--- src/rtl/mrdr_pkg.sv ---
`timescale 1ns / 1ps
// ----------------------------------------------------------------------------
// mrdr_pkg: shared types and constants of the digit reversal core
// Word layout handed from cell to cell, field widths and register codes.
// ----------------------------------------------------------------------------
package mrdr_pkg;

	localparam int POS_W      = 16;
	localparam int RADIX_W    = 8;
	localparam int COUNT_W    = 4;
	localparam int CFG_DATA_W = 64;
	localparam int CFG_IDX_W  = 1;

	// Largest transform size; a product of radices above it is rejected.
	localparam int MAX_POINTS = 65536;
	localparam int PROD_W     = $clog2(MAX_POINTS + 1);
	localparam int PRODX_W    = PROD_W + RADIX_W;
	localparam int ACCX_W     = POS_W + RADIX_W;

	typedef enum logic [CFG_IDX_W-1:0] {
		REG_RADIX_COUNT = 1'b0,
		REG_RADIX_LIST  = 1'b1
	} cfg_reg_t;

	// rem: partial remainder of the running division, becomes the stage digit
	// quo: dividend shifting out at the top, quotient shifting in at the bottom
	// acc: reversed index built so far
	// prod: product of the radices folded so far, big once it passes MAX_POINTS
	typedef struct packed {
		logic [RADIX_W-1:0] rem;
		logic [POS_W-1:0]   quo;
		logic [POS_W-1:0]   acc;
		logic [PROD_W-1:0]  prod;
		logic               big;
	} payload_t;

	typedef struct packed {
		logic     valid;
		payload_t pl;
	} word_t;

endpackage

--- src/rtl/mrdr_div_cell.sv ---
`timescale 1ns / 1ps
// ----------------------------------------------------------------------------
// mrdr_div_cell: one restoring division step
// Shifts one dividend bit into the remainder, subtracts the radix when it
// fits and shifts the quotient bit in.
// ----------------------------------------------------------------------------
module mrdr_div_cell (
	input  logic                         clk,
	input  logic                         arst_n,
	input  logic                         adv,
	input  logic [mrdr_pkg::RADIX_W-1:0] radix,
	input  logic                         active,
	input  mrdr_pkg::word_t              word_in,
	output mrdr_pkg::word_t              word_out
);

	logic [mrdr_pkg::RADIX_W:0] trial;
	logic [mrdr_pkg::RADIX_W:0] diff;
	logic                       fits;
	mrdr_pkg::payload_t         pl_d;
	mrdr_pkg::payload_t         pl_q;
	logic                       valid_q;

	always_comb begin
		pl_d  = word_in.pl;
		trial = {word_in.pl.rem, word_in.pl.quo[mrdr_pkg::POS_W-1]};
		diff  = trial - {1'b0, radix};
		fits  = (trial >= {1'b0, radix});
		if (active) begin
			pl_d.rem = fits ? diff[mrdr_pkg::RADIX_W-1:0] : trial[mrdr_pkg::RADIX_W-1:0];
			pl_d.quo = {word_in.pl.quo[mrdr_pkg::POS_W-2:0], fits};
		end
	end

	always_ff @(posedge clk or negedge arst_n) begin
		if (!arst_n) begin
			valid_q <= 1'b0;
		end else if (adv) begin
			valid_q <= word_in.valid;
		end
	end

	always_ff @(posedge clk) begin
		if (adv) begin
			pl_q <= pl_d;
		end
	end

	assign word_out = '{valid: valid_q, pl: pl_q};

endmodule

--- config.mk ---
export PLATFORM = sky130hd
export DESIGN_NAME = mrdr_div_cell
export DESIGN_NICKNAME = d
export VERILOG_FILES = /design/src/rtl/mrdr_pkg.sv /design/src/rtl/mrdr_div_cell.sv
export SDC_FILE = /design/constraint.sdc
export NUM_CORES = 1
export LEC_CHECK = 0
export CORE_UTILIZATION = 43
export DETAILED_ROUTE_END_ITERATION = 12
export DONT_BUFFER_PORTS = 1
export GPL_TIMING_DRIVEN = 0
export SKIP_LAST_GASP = 1
export SYNTH_ARGS = -nofsm -noshare
export SYNTH_HDL_FRONTEND = slang
export SYNTH_SLANG_ARGS = --single-unit
--- constraint.sdc ---
create_clock -name clk -period 0.8 [get_ports clk]
set_input_delay 0.2 -clock clk [delete_from_list [all_inputs] [get_ports clk]]
set_output_delay 0.2 -clock clk [all_outputs]
set_load 0.005 [all_outputs]
==> results_dict.tcl <==
set metrics [dict create \
    synth_xor_area_frac 0.00655 \
    finalNetCount 313 \
    worstPathArrival_ns 1.39 \
    setup_viol 68 \
    area_growth_pct 35.7 \
    place_hpwl_um 4030 \
    drive_above_1_share 0.311 \
    syn_inst 179 \
    routed_via_density 5.43 \
    ys_seq_elements 59 \
    synth.most_common_cell "edfxtp_1" \
    cts_buffers 9 \
    dpl.cell_count 254 \
    path_cells "inv_12 -> ha_4 -> fa_2 -> nor2b_4 -> o311ai_1 -> o311ai_2 -> o21ai_1 -> a31oi_1" \
    postSynth.asyncResetShare 0.0169 \
    synth_edf_count 58 \
    fin_crit_sh 1.66 \
    grt_max_degree 60 \
    r2r_end "valid_q" \
    cts_tree "yes" \
    rr_startpoint "valid_q" \
    die_h_um 80.8 \
    critPathMaxFanout 3 \
    whs_endpoint "word_out[50]" \
    yosys.area_share.simple 0.0782 \
    synth_area_leaders "edfxtp_1 (65%), mux2_2 (6.3%), ha_1 (3.7%)" \
    routed_wl_um 5920 \
    gp_congestion 0.827 \
    tightest_slew_ns 0.425 \
    drc 0 \
    firstDrtPassIters 6 \
    path_class "in -> reg" \
    root_buffer "clkbuf_8" \
    clock_latency_ns 0.32 \
    avgSynthCellArea_um2 14.9 \
    die_area_um2 6530 \
    yosysTopAreaCell "edfxtp_1" \
    tns_ns -11.51 \
    reg2reg_depth 1 \
    synth_top_family_by_area "compound AO/OA/AOI/OAI gates" \
    final-hold-violation-count 8 \
    cts_buffer_depth 2 \
    p_leak_uw 0.00133 \
    synth_top_flop_cell "edfxtp_1" \
    grt_pass1_wl_um 8020 \
    ys_types 46 \
    rsz0062_at_grt "yes" \
    maxSlewHeadroom 0.712 \
    layout.cells.non_filler 313 \
    worst_slack_ns -0.529 \
    track_usage 0.173 \
    hold_slack_ns -0.0194 \
    cpMaxStageDelayCell "o311ai_1" \
    synth_compound_area_frac 0.113 \
    start_util 0.449 \
    synth_fa_ha_area_frac 0.0449 \
    antenna_found_initial 0 \
    overflow 0 \
    die_w_um 80.8 \
    placed_cell_area_um2 2920 \
    clk_pin_slew_ns 0.06 \
    ir_worst_vdd_mv 1.25 \
    r2r_slack_ns 0.04 \
    critPathRequiredTime_ns 0.87 \
    hp-class "in -> reg" \
    status "finished with violations" \
    ys_top_cells_by_count "edfxtp_1 (58), mux2_2 (15), inv_1 (11)" \
    antennaDiodeCount 0 \
    max_stage_delay_ns 0.38 \
    power.density_nw_per_um2 2030 \
    synth_warnings 0 \
    first_iter_violations 61 \
    wl_per_cell_um 18.9 \
    synth.area.mux_share 0.0632 \
    io_pins 130 \
    synth_nets 259 \
    fp-row-count 28 \
    hp-start "adv" \
    core_um2 5960 \
    fin_skew_ns 0 \
    timing.fmax_mhz 753 \
    finalMaxSlewViolations 0 \
    maxCapViolations 0 \
    postCtsHoldBufs 35 \
    clock_tree.htree_level_count 3 \
    seq_area_frac_synth 0.661 \
    place.port_buffers 0 \
    whs_path_depth 0 \
    vias 1701 \
    synth_area_um2 2670 \
    post-route-min-period_ns 1.33 \
    violations "hold timing, setup timing" \
    synth.top_cell.area_share 0.652 \
    grt_pass1_vias 1692 \
    numClockSinks 59 \
    antenna_left 0 \
    stdcell_area_um2 3630 \
    critical_path.startpoint_type "primary input" \
    critPathCaptureType "flip-flop" \
]
kinds of logic (layout without fill, tap and decap cells):
group	Yosys count	in the layout
multiplexers	15	15
AO/OA/AOI/OAI	40	41
adder cells (fa/ha/maj)	9	9
XOR/XNOR	2	2
buffers and inverters	17	75
flip-flops	59	59
AND/OR/NAND/NOR	37	37
worst max path at each step:
stage	startpoint	to	slack, ns	cells after the start
3_5_place_dp	radix[6]	word_out[50]	-0.98	7
2_1_floorplan	word_in[50]	word_out[50]	-0.82	6
6_report	word_in[49]	word_out[56]	-0.53	8
3_3_place_gp	radix[6]	word_out[50]	-0.94	7
5_1_grt	word_in[49]	word_out[56]	-0.56	8
4_1_cts	radix[3]	word_out[50]	-0.48	7
critical path: cells and delay by family:
family | cells | cell delay [ns]
simple gates | 1 | 0.05
buf+inv | 1 | 0.03
fa+ha+maj | 2 | 0.36
compound gates | 4 | 0.75
layer usage:
layer / vias up / share of wire / track usage / routed length, um
met1: 809 / 0.36 / 0.154 / 2130
met2: 85 / 0.54 / 0.329 / 3170
met4: 0 / 0.019 / 0.107 / 115
li1: 797 / - / - / -
met5: - / 0 / 0 / 0
met3: 10 / 0.085 / 0.0607 / 505
metrics by stage:
step / util / total power (uW) / setup slack [ns]
5_1_grt: 0.609 / 7660 / -0.556
4_1_cts: 0.602 / 7380 / -0.477
2_1_floorplan: - / 4520 / -0.823
6_report: 0.609 / 7380 / -0.529
3_5_place_dp: 0.490 / 4680 / -0.978
3_3_place_gp: 0.490 / 4640 / -0.935
registers in the layout, summed over array words and instances (netlist names):
signal / flops
valid_q: 1
word_out: 58
layout make-up:
type	count	area, um2
well taps	75	93.8
clock inverters	6	56.3
clock buffers	10	128
plain buffers	6	78.8
multi-input cells	104	1030
fillers	461	2330
flip-flops and latches	59	1770
repair buffers	42	407
inverters	11	63.8
report_power, final:
group | total (uW) | switching [uW] | leakage, uW | internal (uW)
sequential | 3870 | 150 | 0.000579 | 3720
combinational | 1030 | 436 | 0.000661 | 594
clock | 2470 | 1070 | 0.0000850 | 1400
total | 7380 | 1650 | 0.00133 | 5720
layout by cell type, fill, tap and decap left out, types with 2 or more instances in the layout:
| cell | n |
|---|---|
| ha_4 | 6 |
| nor2b_4 | 2 |
| edfxtp_1 | 58 |
| inv_4 | 2 |
| mux2_4 | 14 |
| nor2_1 | 10 |
| nand3_2 | 2 |
| o211ai_1 | 2 |
| clkinvlp_4 | 2 |
| buf_6 | 3 |
| buf_4 | 6 |
| o311ai_1 | 2 |
| ha_2 | 2 |
| nand2_1 | 5 |
| o21ai_0 | 3 |
| o21a_1 | 2 |
| dlygate4sd3_1 | 35 |
| o21ai_1 | 8 |
| nor2b_1 | 3 |
| a31oi_1 | 5 |
| and2b_2 | 2 |
| inv_1 | 7 |
| o21ai_2 | 3 |
| a21oi_1 | 2 |
| clkbuf_8 | 10 |
| nand3_1 | 6 |
| clkinv_1 | 3 |
what timing repair did:
action / CTS / global route
pin swaps: 18 / 6
gates resized for setup: 16 / 9
setup buffers: 7 / 0
endpoints found under the hold margin: 93 / 58
cloned: 1 / 0
endpoints found under the setup margin: 68 / 68
(Power assumes the default switching activity.)
